### config.mk
export PLATFORM = sky130hd
export DESIGN_NAME = obstacle_avoidance_supervisor_unit
export DESIGN_NICKNAME = d
export VERILOG_FILES = /design/src/oas_pkg.sv /design/src/obstacle_avoidance_supervisor_unit.sv /design/src/oas_sweep.sv
export SDC_FILE = /design/constraint.sdc
export NUM_CORES = 1
export LEC_CHECK = 0
export ABC_AREA = 1
export BUFFER_PORTS_ARGS = -buffer_cell sky130_fd_sc_hd__buf_2
export CAP_MARGIN = 15
export CORE_MARGIN = 8
export CORE_UTILIZATION = 58
export DETAILED_ROUTE_END_ITERATION = 16
export HOLD_SLACK_MARGIN = 0.05
export PLACE_DENSITY = 0.78
export SYNTH_ARGS = -nofsm -noshare
export SYNTH_HDL_FRONTEND = slang
export SYNTH_SLANG_ARGS = --single-unit
### constraint.sdc
create_clock -name clk -period 3.9 [get_ports clk]
set_clock_uncertainty 0.15 [all_clocks]
set_input_delay 0.78 -clock clk [delete_from_list [all_inputs] [get_ports clk]]
set_output_delay 0.78 -clock clk [all_outputs]
set_load 0.05 [all_outputs]
### src/oas_pkg.sv
// Shared types and constants for the obstacle avoidance supervisor.
`default_nettype none

package oas_pkg;

  typedef enum logic [1:0] {
    STRAT_STOP   = 2'd0,
    STRAT_ACTION = 2'd1,
    STRAT_NORMAL = 2'd2,
    STRAT_DELAY  = 2'd3
  } strategy_t;

  typedef enum logic [1:0] {
    SOUND_NONE  = 2'd0,
    SOUND_SHORT = 2'd1,
    SOUND_LONG  = 2'd2
  } sound_t;

  localparam logic [15:0] HOLD_STOP     = 16'd20;
  localparam logic [15:0] HOLD_ACTION   = 16'd40;
  localparam logic [7:0]  CLEAR_STOP    = 8'd100;
  localparam logic [7:0]  CLEAR_DELAY   = 8'd50;
  localparam logic [15:0] FRONT_TIMEOUT = 16'd200;
  localparam logic [15:0] REAR_TIMEOUT  = 16'd2;
  localparam logic [9:0]  RIGHT_TOP     = 10'd500;
  localparam logic [9:0]  RIGHT_BOTTOM  = 10'd400;
  localparam logic [7:0]  LEFT_TOP      = 8'd200;
  localparam logic [7:0]  LEFT_BOTTOM   = 8'd100;
  localparam logic [9:0]  RIGHT_STEP    = 10'd10;
  localparam logic [7:0]  LEFT_STEP     = 8'd10;

  // Input item, 48 bits; first member is the top bits.
  typedef struct packed {
    logic [6:0]  pad;
    logic        sweep_enable;
    logic [15:0] match_seconds;
    logic [15:0] period_ticks;
    logic        rear_right_sensor;
    logic        rear_left_sensor;
    logic        front_left_sensor;
    logic        front_right_sensor;
    strategy_t   strategy;
    logic        rear_enable;
    logic        front_enable;
  } in_item_t;

  // Result item, 32 bits.
  typedef struct packed {
    logic [6:0] pad;
    logic [7:0] sweep_left_pos;
    logic [8:0] sweep_right_pos;
    logic       sweep_valid;
    logic       detecting;
    sound_t     sound_code;
    logic       avoid_error;
    logic       end_move_cmd;
    logic       release_cmd;
    logic       brake_cmd;
  } out_item_t;

  // Servo targets after one sweep step.
  typedef struct packed {
    logic [8:0] right_pos;
    logic [7:0] left_pos;
  } sweep_pos_t;

endpackage

`default_nettype wire

### src/obstacle_avoidance_supervisor_unit.sv
// Top level of the obstacle avoidance supervisor: tick register, decision logic, result register.
//
//   channel   dir  width  content
//   s_axis    in   48     one 10 ms tick: enables, strategy, sensors, counters, sweep enable
//   m_axis    out  32     one result per tick: commands, sound, detection flag, servo targets
//
// One item per clock while m_axis is ready; each tick passes through the input register
// and then the result register.
// The detection state updates in the cycle a tick moves into the result register.
// rst (synchronous) clears the detection and sweep state and both valid flags; data registers are not reset.
// A stalled m_axis holds its result; s_axis keeps accepting while the input
// register is empty or moving on.
`default_nettype none

module obstacle_avoidance_supervisor_unit (
  input  wire logic        clk,
  input  wire logic        rst,
  input  wire logic        s_axis_tvalid,
  output logic             s_axis_tready,
  // [0] front_enable [1] rear_enable [3:2] strategy [4] front_right_sensor
  // [5] front_left_sensor [6] rear_left_sensor [7] rear_right_sensor
  // [23:8] period_ticks [39:24] match_seconds [40] sweep_enable [47:41] zero
  input  wire logic [47:0] s_axis_tdata,
  output logic             m_axis_tvalid,
  input  wire logic        m_axis_tready,
  // [0] brake_cmd [1] release_cmd [2] end_move_cmd [3] avoid_error [5:4] sound_code
  // [6] detecting [7] sweep_valid [16:8] sweep_right_pos [24:17] sweep_left_pos [31:25] zero
  output logic [31:0]      m_axis_tdata
);
  import oas_pkg::*;

  logic      in_valid;
  in_item_t  in_q;
  logic      advance;

  logic        detection_flag, detection_flag_next;
  logic [15:0] hold_count, hold_count_next;
  logic [7:0]  clear_count, clear_count_next;
  logic [15:0] start_stamp, start_stamp_next;
  logic        avoid_running, avoid_running_next;

  logic        seen, clear;
  logic [15:0] now, limit, elapsed;
  logic        sweep_step;
  sweep_pos_t  sweep_pos;
  out_item_t   res, out_q;

  assign advance       = in_valid && (!m_axis_tvalid || m_axis_tready);
  assign s_axis_tready = !in_valid || advance;
  assign m_axis_tdata  = out_q;

  always_comb begin
    detection_flag_next = detection_flag;
    hold_count_next     = hold_count;
    clear_count_next    = clear_count;
    start_stamp_next    = start_stamp;
    avoid_running_next  = avoid_running;
    res                 = '0;
    res.sound_code      = SOUND_NONE;
    sweep_step          = 1'b0;

    if (in_q.front_enable) begin
      seen  = !in_q.front_right_sensor || !in_q.front_left_sensor;
      clear = in_q.front_right_sensor && in_q.front_left_sensor;
      now   = in_q.period_ticks;
      limit = FRONT_TIMEOUT;
    end else begin
      seen  = in_q.rear_left_sensor || in_q.rear_right_sensor;
      clear = !in_q.rear_left_sensor && !in_q.rear_right_sensor;
      now   = in_q.match_seconds;
      limit = REAR_TIMEOUT;
    end
    elapsed = now - start_stamp;

    if (in_q.front_enable || in_q.rear_enable) begin
      if (seen && !detection_flag) begin
        hold_count_next     = '0;
        clear_count_next    = '0;
        start_stamp_next    = now;
        avoid_running_next  = 1'b0;
        res.avoid_error     = (in_q.strategy != STRAT_DELAY);
        detection_flag_next = 1'b1;
        res.brake_cmd       = 1'b1;
      end else if (detection_flag) begin
        case (in_q.strategy)
          STRAT_STOP: begin
            hold_count_next = hold_count + 16'd1;
            if (hold_count_next > HOLD_STOP) begin
              clear_count_next = clear ? clear_count + 8'd1 : 8'd0;
              if (clear_count_next > CLEAR_STOP) begin
                // front side restarts the debounce, rear side keeps it
                if (in_q.front_enable) clear_count_next = '0;
                detection_flag_next = 1'b0;
                res.release_cmd     = 1'b1;
              end
            end
          end
          STRAT_ACTION, STRAT_NORMAL: begin
            if (!avoid_running) begin
              hold_count_next = hold_count + 16'd1;
              if (hold_count_next > HOLD_ACTION) begin
                avoid_running_next = 1'b1;
                hold_count_next    = '0;
                res.end_move_cmd   = 1'b1;
                if (!in_q.front_enable) res.sound_code = SOUND_LONG;
              end else if (!in_q.front_enable) begin
                res.sound_code = SOUND_SHORT;
              end
            end
          end
          STRAT_DELAY: begin
            clear_count_next = clear ? clear_count + 8'd1 : 8'd0;
            if (clear_count_next > CLEAR_DELAY) begin
              detection_flag_next = 1'b0;
              res.release_cmd     = 1'b1;
            end
            if (elapsed > limit) begin
              res.avoid_error  = 1'b1;
              res.end_move_cmd = 1'b1;
            end
          end
          default: begin
            res.sound_code = SOUND_NONE;
          end
        endcase
      end
      sweep_step = in_q.front_enable && in_q.sweep_enable;
    end else if (detection_flag) begin
      detection_flag_next = 1'b0;
      res.release_cmd     = 1'b1;
    end

    res.detecting   = detection_flag_next;
    res.sweep_valid = sweep_step;
    if (sweep_step) begin
      res.sweep_right_pos = sweep_pos.right_pos;
      res.sweep_left_pos  = sweep_pos.left_pos;
    end
  end

  oas_sweep u_sweep (
    .clk  (clk),
    .rst  (rst),
    .step (advance && sweep_step),
    .pos  (sweep_pos)
  );

  always_ff @(posedge clk) begin
    if (rst) begin
      in_valid       <= 1'b0;
      m_axis_tvalid  <= 1'b0;
      detection_flag <= 1'b0;
      hold_count     <= '0;
      clear_count    <= '0;
      start_stamp    <= '0;
      avoid_running  <= 1'b0;
    end else begin
      if (s_axis_tready) in_valid <= s_axis_tvalid;
      if (advance) begin
        m_axis_tvalid  <= 1'b1;
        detection_flag <= detection_flag_next;
        hold_count     <= hold_count_next;
        clear_count    <= clear_count_next;
        start_stamp    <= start_stamp_next;
        avoid_running  <= avoid_running_next;
      end else if (m_axis_tready) begin
        m_axis_tvalid <= 1'b0;
      end
    end
  end

  always_ff @(posedge clk) begin
    if (s_axis_tready && s_axis_tvalid) in_q <= in_item_t'(s_axis_tdata);
    if (advance) out_q <= res;
  end

endmodule

`default_nettype wire

### src/oas_sweep.sv
// Triangle sweep of the two front sensor servos, one step per stepped item.
`default_nettype none

module oas_sweep (
  input  wire logic               clk,
  input  wire logic               rst,
  input  wire logic               step,
  output oas_pkg::sweep_pos_t     pos
);
  import oas_pkg::*;

  logic       right_down, right_down_next;
  logic       left_down, left_down_next;
  logic [9:0] right_angle, right_angle_next;
  logic [7:0] left_angle, left_angle_next;

  always_comb begin
    if (!right_down) begin
      right_angle_next = right_angle + RIGHT_STEP;
      right_down_next  = (right_angle_next > RIGHT_TOP);
    end else begin
      right_angle_next = right_angle - RIGHT_STEP;
      right_down_next  = !(right_angle_next < RIGHT_BOTTOM);
    end
    if (!left_down) begin
      left_angle_next = left_angle + LEFT_STEP;
      left_down_next  = (left_angle_next > LEFT_TOP);
    end else begin
      left_angle_next = left_angle - LEFT_STEP;
      left_down_next  = !(left_angle_next < LEFT_BOTTOM);
    end
  end

  assign pos.right_pos = right_angle_next[8:0];
  assign pos.left_pos  = left_angle_next;

  always_ff @(posedge clk) begin
    if (rst) begin
      right_down  <= 1'b0;
      left_down   <= 1'b0;
      right_angle <= '0;
      left_angle  <= '0;
    end else if (step) begin
      right_down  <= right_down_next;
      left_down   <= left_down_next;
      right_angle <= right_angle_next;
      left_angle  <= left_angle_next;
    end
  end

endmodule

`default_nettype wire
==> results by group, run 1 <==
STA
  – Unrepaired setup endpoints after global routing: false
  – Max-slew headroom: between 30% and 40%
  – Slew at the pin with the worst max-slew slack: approximately 900 ps
  – Total negative setup slack: 0 ps
  – Clock period minus worst slack: ~3400 ps
  – Share of the clock period used by the worst path: a little under 90%
  – Maximum clock rate: roughly 0.3 GHz
  – Max-slew violations: 0
  – Endpoints failing hold: 0
  – Final setup viols: 0

Floorplanning
  – Total die area: about 0.017 mm2
  – Die Wd: approximately 130 um
  – Top-level I/O count: 86
  – Std-Cell Rows: between 40 and 50
  – Area inside the core boundary: between 0.01 and 0.015 mm2
  – Initial cell density of the core: around three fifths
  – Die Y-Extent: roughly 130 um

Power
  – Worst vdd ir: between 0.4 and 0.5 mV
  – Standby leakage power: a little under 0.004 uW
  – Post-route total power: approximately 3600 uW
  – Power density over cell area: ~430 mW/mm2

Synth
  – Flip-flop and latch count after synthesis: ~130
  – Top-area cell type share of the netlist area: between 20% and 30%
  – Number of instances in the synthesized netlist: 1,003
  – Post-synth EDFFs: 64
  – Sequential fraction of the synthesis area: a little over two fifths
  – Number of warning messages in the yosys log: 0
  – Leading cell type by number of instances after synthesis: nand2_1
  – Netlist Area Pre-Place: 0.00740 mm2
  – Leading cell types by count after synthesis: nand2_1, inv_1, nor2_1
  – Most common flop cell mapped by yosys: edfxtp_1
  – Cell type with the largest total area after synthesis: edfxtp_1
  – Asr flop ratio synth: 0%
  – Number of distinct library cell variants in the gate-level netlist after synthesis: 42
  – Leading cell types by total area after synthesis: edfxtp_1, dfxtp_1, nand2_1, inv_1, a21oi_1
  – Mean cell area of the mapped netlist: approximately 7.4 um2

Setup path
  – Startpoint Class: flop
  – Element type at the critical path end: flop
  – Critical Path AT: between 3000 and 4000 ps
  – Type of the worst setup path: flop to flop
  – Worst-path fanout max: 9
  – Worst Path Required: 3920 ps

Route
  – DRC violation count after routing: 0
  – Routed Antenna Nets: 0
  – Vias after detailed routing: 6,402
  – Wire length after detailed routing: between 15,000 and 20,000 um
  – WL/cell: around 13 um
  – First-pass DRT Iterations: 5
  – Via density: 5.10
  – DRT iter0 DRCs: ~480

Clock network
  – Root buffer selected by CTS: clkbuf_16
  – Clock tree from TritonCTS: done
  – Clock transition time at the flip-flop clock pins of the worst setup and hold paths: around 50 ps
  – Clk sinks: between 100 and 150
  – Post-cts resize count: 0
  – Max H-tree Level: 4
  – Number of hold buffers added after CTS: 0
  – Number of buffers on the longest clock path: 2
  – Number of buffers inserted during clock tree synthesis: 17
  – Postcts setup bufs: 0
  – Clock insertion delay at the later pin of the skew report: roughly 420 ps

Status
  – Outcome: completed

GRT
  – Via count of the first global-routing pass: ~6,000
  – Pin count of the biggest net entering global routing: 39
  – GR Util All Layers: between 20% and 30%
  – First-pass GRT wire length: roughly 28,000 um
  – Antenna violations before repair: 0
  – Total congestion overflow after global routing: 0

Finish
  – Final nets: ~1,200
  – Final standard cell utilization of the core: slightly below 70%
  – Share of final-layout standard cells stronger than drive strength 1: between 10% and 20%
  – Area grow syn2layout: 14.0%
  – Ant diodes: 0

Flow run
  – Max-cap violations: 0

Place
  – Global placer's final weighted congestion: slightly above 0.9
  – HPWL reported at the end of detailed placement: ~12,000 um
  – Quantity of I/O buffers inserted on ports: around 70

Worst hold path
  – Worst Hold Class: flop to flop
registers in the layout, summed over array words and instances, names as in the netlist, 7 cells and up:
signal and count:
clear_count 8, hold_count 16, in_q 41, m_axis_tdata 23, start_stamp 16, u_sweep.left_angle 7, u_sweep.right_angle 9
cell families (layout without fill, tap and decap cells):
kind of cell / Yosys count / after routing / share of synthesized area (%)
other cells: 1 / 9 / 0.0507
mux: 1 / 1 / 0.135
flops: 126 / 126 / 42.8
simple gates: 479 / 479 / 27.2
xor+xnor: 31 / 31 / 3.67
compound gates: 147 / 147 / 10.7
buf+inv: 188 / 260 / 10.2
fa+ha+maj: 30 / 30 / 5.18
routing by layer:
| layer | vias to the layer above | wire length (um) | global-route usage, % |
|---|---|---|---|
| met4 | 0 | 282 | 8.71 |
| met5 | - | 0 | 0 |
| li1 | 3335 | - | - |
| met2 | 154 | 7460 | 33.7 |
| met3 | 24 | 943 | 4.80 |
| met1 | 2889 | 7640 | 25.9 |
cells in the final DEF (no fill, tap or decap), types with 9 or more instances in the layout:
cell	count
xor2_1	25
nand2_1	277
ha_1	29
dfxtp_1	62
inv_1	149
clkbuf_16	17
nor3_1	10
nor2_1	93
edfxtp_1	64
o21ai_0	49
a21oi_1	75
buf_2	69
conb_1	9
nand4_1	16
nand3_1	51
critical path, stage by stage (launching register included):
cell,delay (ps)
edfxtp_1,380
buf_4,220
mux2i_1,330
ha_1,210
inv_1,80
fa_1,470
nand2_1,110
nand3_1,110
xor2_1,180
ha_1,280
nand2_1,40
inv_1,60
nand4_1,90
nor3_1,160
nand3_1,110
nand3_1,100
a21oi_1,70
stage by stage:
step	instances	cell area, um2	worst slack [ps]	hold slack (ps)
5_1_grt	1255	8440	175	333
6_report	1255	8440	501	307
3_5_place_dp	1223	7850	546	304
3_3_place_gp	1223	7850	608	295
4_1_cts	1255	8440	517	312
2_1_floorplan	1011	7430	654	285
power breakdown:
| part | switching (uW) | internal, uW |
|---|---|---|
| Clock | 583 | 987 |
| Combinational | 399 | 187 |
| Sequential | 25.2 | 1460 |
area by class of cell:
cell class	count	area [um2]
clock buffer	22	474
clock inverter	10	111
fill	1083	4080
inverter	153	574
multi-input combinational	697	3510
sequential	126	3160
tap	172	215
timing repair buffer	75	390
worst paths after layout:
check / to / cells after the start / from / slack [ps]
setup reg to reg: m_axis_tdata[3] / 16 / in_q[0] / 500
hold / removal: start_stamp[9] / 2 / start_stamp[9] / 310
setup / recovery: m_axis_tdata[3] / 16 / in_q[0] / 500
hold reg to reg: start_stamp[9] / 2 / start_stamp[9] / 310
Power figures use the tool's default switching activity.
==> run 2: changes to the inputs <==
- CORE_UTILIZATION: 58 -> 40
- PLACE_DENSITY: 0.78 -> unset
- PLACE_DENSITY_LB_ADDON: unset -> 0.15
- clock period: 3.9 -> 3.5 ns (I/O delays scaled with it)
==> run 2 against run 1 <==
Largest power group unchanged. Register-to-register slack got worse by 150 ps. First-iteration DRC count fell by 13%. Die area rose by 39%. Final area rose by 2.2%. Power rose by 12%. Count of clock-buffer cells in the layout fell by 4.
==> results by group, run 2 (synthesis results as in run 1) <==
Route
  – WL/cell: around 13 um
  – First-pass DRT Iterations: 5
  – Routed Antenna Nets: 0
  – DRC violation count after routing: 0
  – DRT iter0 DRCs: 413
  – Via density: approximately 4.7
  – Vias after detailed routing: 6,256
  – Wire length after detailed routing: approximately 17,000 um

Setup path
  – Reg2reg path depth: 18
  – Startpoint Class: flop
  – Slowest cell on the critical path: ha_2
  – Worst Path Buf+Inv: 3
  – Most repeated library cell on the critical path: nand2_1
  – Critical Path Max Stage Delay: between 300 and 400 ps
  – Worst-path fanout max: 7
  – Crit Reg-Reg Startpoint: in_q[0]
  – Critical Path AT: roughly 3200 ps
  – Critical path, cell by cell: buf_4 > buf_4 > nand2_1 > nand2_1 > ha_2 > nand2_1 > nand2_1 > inv_1 > nand2_1 > nand2_1 > nand2_1 > xor2_1 > ha_1 > a21oi_1 > a21boi_0 > nand3_1 > nand3_1 > a21oi_1
  – Element type at the critical path end: flop
  – Worst Path Required: about 3500 ps
  – R2r setup slk: 350 ps
  – Type of the worst setup path: flop to flop
  – Category of cells accounting for the largest share of critical-path delay: simple AND/OR/NAND/NOR gates
  – Reg-to-reg endpoint: m_axis_tdata[3]

GRT
  – Pin count of the biggest net entering global routing: 42
  – GR Util All Layers: between 10% and 20%
  – Total congestion overflow after global routing: 0
  – Met2 global-route usage: approximately a quarter
  – GR met1 Demand/Resource: 19.6%
  – First-pass GRT wire length: between 20,000 and 30,000 um
  – Antenna violations before repair: 0
  – Grt peak-use layer: met2
  – Met3 Resource Use GR: 3.52%
  – Via count of the first global-routing pass: 5,886

STA
  – Least setup slack across all paths after layout: 348 ps
  – Endpoints failing hold: 0
  – Final setup viols: 0
  – Share of the clock period used by the worst path: roughly 90%
  – Unrepaired setup endpoints after global routing: false
  – Max-slew headroom: between 60% and 70%
  – Max-slew violations: 0
  – Clock period minus worst slack: around 3200 ps
  – Maximum clock rate: 0.317 GHz
  – Total negative setup slack: 0 ps
  – Slew at the pin with the worst max-slew slack: around 580 ps

Finish
  – Final nets: 1,164
  – Top register by number of flip-flops: in_q
  – Number of standard cells in the layout, taps in and fillers out: between 1,000 and 1,500
  – Ant diodes: 0
  – Share of final-layout standard cells stronger than drive strength 1: between 10% and 20%
  – Area grow syn2layout: 16.5%
  – Cell area after layout: approximately 0.0086 mm2
  – Commonest non-fill, non-tap cell in the layout: nand2_1
  – Highest-count cells in the layout ignoring fill and taps: nand2_1, inv_1, nor2_1
  – Largest register FFs: a little over 40

Place
  – Quantity of I/O buffers inserted on ports: 69
  – Placement-stage worst setup slack: 240 ps
  – Placement Cell Area: 0.00797 mm2
  – Global placer's final weighted congestion: around 0.86
  – Placed Cells incl. Taps: roughly 1,300
  – HPWL reported at the end of detailed placement: roughly 13,000 um

Clock network
  – Number of buffers on the longest clock path: 2
  – Clock tree from TritonCTS: done
  – Clock transition time at the flip-flop clock pins of the worst setup and hold paths: 60 ps
  – Number of buffers inserted during clock tree synthesis: 17
  – Clk sinks: ~130
  – Max H-tree Level: 4
  – Root buffer selected by CTS: clkbuf_16
  – Clock insertion delay at the later pin of the skew report: around 430 ps

Status
  – Outcome: completed

Flow run
  – Max-cap violations: 0

Floorplanning
  – Initial cell density of the core: between 40% and 50%
  – Total die area: around 0.023 mm2
  – Area inside the core boundary: 0.0181 mm2
  – Top-level I/O count: 86
  – Std-Cell Rows: roughly 50
  – Die Wd: 152 um
  – Die Y-Extent: ~150 um

Worst hold path
  – Sink of the worst hold path: in_q[7]
  – Worst Hold Class: input port to flop
  – Hold Crit Start: s_axis_tdata[7]
  – Number of instances on the worst hold path: 1

Power
  – Worst vdd ir: ~0.36 mV
  – Post-route total power: 4060 uW
  – Standby leakage power: just under 0.004 uW
  – Power density over cell area: about 470 mW/mm2
-- run 2: per-layer routing --
metal	up-vias	part of all wire [%]	wire length [um]
met1	2763	48	8360
met3	16	5.6	975
li1	3357	-	-
met5	-	0	0
met4	0	1.2	203
met2	120	45	7800
-- run 2: worst register-to-register path, delay by kind of cell, from the launching register on --
family | cells | cell delay [ps]
compound gates | 3 | 420
simple gates | 9 | 780
flops | 1 | 360
buf+inv | 3 | 380
xor+xnor | 1 | 180
fa+ha+maj | 2 | 650
-- run 2: how the worst max path moves through the flow --
stage | slack (ps) | startpoint | end | depth (start not counted)
finish | 350 | in_q[0] | m_axis_tdata[3] | 18
global route | 40 | in_q[0] | m_axis_tdata[3] | 16
CTS | 220 | in_q[0] | m_axis_tdata[3] | 17
detailed placement | 240 | in_q[0] | m_axis_tdata[3] | 17
global placement | 310 | in_q[0] | m_axis_tdata[3] | 17
floorplan | 250 | in_q[0] | m_axis_tdata[3] | 19
-- run 2: report_power, final --
part	internal, uW	switching [uW]	total, uW	leakage (uW)
Sequential	1620	27.4	1650	0.00113
Combinational	220	451	672	0.00255
Clock	1060	679	1740	0.000264
Total	2910	1160	4060	0.00394
-- run 2: per-stage QoR --
step | hold WS, ps | utilization, %
final | 298 | 47.7
after global routing | 280 | 47.7
after CTS | 282 | 47.3
after global placement | 297 | 44.1
after detailed placement | 301 | 44.1
after floorplan | 285 | -
-- run 2: final cells by class --
class	instances	area (um2)
Clock buffer	18	439
Multi-Input combinational cell	697	3530
Tap cell	229	287
Sequential cell	126	3160
Inverter	153	578
Fill cell	1823	9470
Timing Repair inverter	1	7.51
Timing Repair Buffer	86	473
Clock inverter	14	144
-- run 2: what timing repair did --
item / in CTS / in global routing
hold buffers: 0 / 0
gates resized for setup: 0 / 9
buffers inserted: 0 / 5
setup endpoints to repair: 0 / 2
==> run 3: changes to the inputs <==
- ABC_AREA: 1 -> 0
- CAP_MARGIN: 15 -> unset
==> run 3 against run 2 <==
The run now ends with negative setup slack left. Die area increased by 0.95%. Final area increased by 2.5%. Largest power group unchanged. Clock power increased by 11%. Synthesized cell count decreased by 20%. Final cell count decreased by 15%. Fmax decreased by 11%. Via count decreased by 2.3%. Critical path type unchanged. First-iteration DRC count decreased by 13%. Sequential share of layout area decreased by 0.91 points. Global-route usage decreased by 0.16 points. Critical path depth decreased by 5.
==> results by group, run 3 <==
Route
  – Vias after detailed routing: ~6,000
  – DRC violation count after routing: 0
  – Wire length after detailed routing: 17,300 um
  – WL/cell: between 15 and 20 um
  – Via density: roughly 5.5
  – DRT iter0 DRCs: between 300 and 400
  – First-pass DRT Iterations: 5
  – Routed Antenna Nets: 0

Status
  – Outcome: finished with violations
  – Violations in the final reports: negative setup slack

Setup path
  – Worst-path fanout max: 8
  – Slowest cell on the critical path: edfxtp_1
  – Critical Path AT: 3570 ps
  – Element type at the critical path end: flop
  – Critical Path Max Stage Delay: roughly 400 ps
  – Worst Path Buf+Inv: 3
  – Startpoint Class: flop
  – Category of cells accounting for the largest share of critical-path delay: compound AO/OA/AOI/OAI gates
  – Critical path, cell by cell: buf_12 > mux2_2 > ha_1 > a21oi_1 > o22ai_4 > buf_4 > buf_4 > a211oi_4 > mux2i_1 > a22oi_1 > a211o_1 > nor4_4 > o31ai_1
  – Worst setup path startpoint: in_q[0]
  – Most repeated library cell on the critical path: buf_4
  – Worst Path Required: between 3000 and 4000 ps
  – Type of the worst setup path: flop to flop
  – Crit Reg-Reg Startpoint: in_q[0]

Power
  – Net switching power: 1080 uW
  – Combinational fraction of design power: approximately 15%
  – Proportion of power drawn by the clock network: 46.0%
  – Standby leakage power: ~0.0032 uW
  – Worst vdd ir: between 0.3 and 0.4 mV
  – Switching share of power: between 20% and 30%
  – Power share of the sequential group: 38.8%
  – Power density over cell area: approximately 480 mW/mm2
  – P_int: between 3000 and 4000 uW

Floorplanning
  – Die Wd: roughly 150 um
  – Initial cell density of the core: between 40% and 50%
  – Total die area: 0.0233 mm2
  – Top-level I/O count: between 80 and 90
  – Std-Cell Rows: 50
  – Area inside the core boundary: around 0.019 mm2
  – Die Y-Extent: 153 um

Finish
  – Final nets: roughly 950
  – Share of final-layout standard cells stronger than drive strength 1: approximately a fifth
  – Top register by number of flip-flops: in_q
  – Ant diodes: 0
  – Area grow syn2layout: 18.2%
  – Fill cell total of the finished layout: 1,750
  – Largest register FFs: approximately 40
  – Highest-count cells in the layout ignoring fill and taps: nor2_1, buf_2, edfxtp_1
  – Commonest non-fill, non-tap cell in the layout: nor2_1

STA
  – Maximum clock rate: about 0.28 GHz
  – Final setup viols: 2
  – Share of the clock period used by the worst path: 102%
  – Unrepaired setup endpoints after global routing: true
  – Endpoints failing hold: 0
  – Max-slew headroom: between 30 and 40%
  – Slew at the pin with the worst max-slew slack: just over 1000 ps
  – Total negative setup slack: -96.7 ps
  – Max-slew violations: 0
  – Clock period minus worst slack: 3560 ps
  – Least setup slack across all paths after layout: -58.1 ps

GRT
  – Pin count of the biggest net entering global routing: 42
  – Total congestion overflow after global routing: 0
  – First-pass GRT wire length: a little under 30,000 um
  – GR Util All Layers: roughly 15%
  – Antenna violations before repair: 0
  – Via count of the first global-routing pass: 6,158

Clock network
  – Clk sinks: approximately 130
  – Root buffer selected by CTS: clkbuf_16
  – Number of buffers on the longest clock path: 2
  – Number of hold buffers added after CTS: 0
  – Number of buffers inserted during clock tree synthesis: 17
  – Max H-tree Level: 4
  – Clock insertion delay at the later pin of the skew report: between 400 and 500 ps
  – Clock tree from TritonCTS: done
  – Clock transition time at the flip-flop clock pins of the worst setup and hold paths: 60 ps

Synth
  – Flip-flop and latch count after synthesis: 126
  – Mean cell area of the mapped netlist: a little over 9 um2
  – Top-area cell type share of the netlist area: between 20% and 30%
  – Netlist Area Pre-Place: approximately 0.0075 mm2
  – Leading cell types by count after synthesis: nor2_1, edfxtp_1, dfxtp_1
  – Sequential fraction of the synthesis area: a little over two fifths
  – Cell type with the largest total area after synthesis: edfxtp_1
  – Most common flop cell mapped by yosys: edfxtp_1
  – Leading cell type by number of instances after synthesis: nor2_1
  – Leading cell types by total area after synthesis: edfxtp_1, dfxtp_1, ha_1, nor2_1, nor3_1
  – Asr flop ratio synth: 0%
  – Post-synth EDFFs: 64
  – Number of instances in the synthesized netlist: roughly 800
  – Number of warning messages in the yosys log: 0
  – Number of distinct library cell variants in the gate-level netlist after synthesis: 81

Place
  – Placement-stage worst setup slack: -159 ps
  – Global placer's final weighted congestion: 0.855
  – HPWL reported at the end of detailed placement: between 10,000 and 15,000 um
  – Quantity of I/O buffers inserted on ports: slightly below 70

Worst hold path
  – Worst Hold Class: input port to flop
  – Hold Crit Start: s_axis_tdata[13]

Flow run
  – Max-cap violations: 0
run 3: cell types whose count changed after synthesis, moves of 16 or more:
cell and change:
nand2_1 -220, mux2_2 +16, o21ai_0 -19, nor3_1 +34, inv_1 -109, nand3_1 -25, xnor2_1 +17, nor2b_1 +19
a21oi_1 -38
run 3: layer usage:
layer | track usage, % | part of all wire (%) | routed length [um] | vias up
li1 | - | - | - | 3058
met1 | 17.6 | 45 | 7700 | 2887
met2 | 25.8 | 49 | 8430 | 144
met3 | 3.55 | 4.7 | 808 | 24
met4 | 5.61 | 1.9 | 325 | 0
met5 | 0 | 0 | 0 | -
run 3: worst paths after layout:
check / to / slack, ps / cells past startpoint
worst max-delay path: m_axis_tdata[3] / -60 / 13
worst min-delay path: in_q[13] / 300 / 1
worst max register to register: m_axis_tdata[3] / -60 / 13
worst min register to register: clear_count[7] / 320 / 2
run 3: kinds of logic after synthesis:
group                      Yosys count  share of synthesized area [%]
and+or+nand+nor                    315                           21.8
DFF                                126                           42.3
xor gates and xnor gates            35                           4.10
buffers and inverters               94                           5.76
adders and majority gates           30                           5.12
AOI/OAI and AO/OA                  178                           17.3
other                                1                         0.0502
muxes                               25                           3.61
run 3: power groups by stage:
stage / Clock (uW) / Combinational [uW] / Sequential (uW)
CTS: 1990 / 632 / 1640
global placement: 0 / 599 / 1670
floorplan: 0 / 414 / 1710
detailed placement: 0 / 614 / 1670
finish: 1940 / 643 / 1640
global route: 2050 / 707 / 1650
run 3: area by class of cell:
cell class              count  area (um2)  area share (%)
inverters                  40         150            1.70
clock inverters            12         176            2.00
repair buffers             95         553            6.26
well taps                 234         293            3.31
flip-flops and latches    126        3160            35.8
multi-input cells         592        4020            45.5
clock buffers              20         478            5.41
run 3: stage by stage:
step,hold slack [ps],cell area (um2),utilization (%),total power (uW),std cells
2_1_floorplan,294,7580,-,2120,812
3_3_place_gp,305,8110,43.8,2270,1085
3_5_place_dp,313,8110,43.8,2290,1085
4_1_cts,288,8810,47.6,4260,1119
5_1_grt,291,8840,47.7,4400,1119
6_report,302,8840,47.7,4230,1119
run 3: timing repair:
action	CTS	global route
endpoints found under the setup margin	2	3
pin swaps	9	5
setup buffers	2	0
resized for setup	7	5
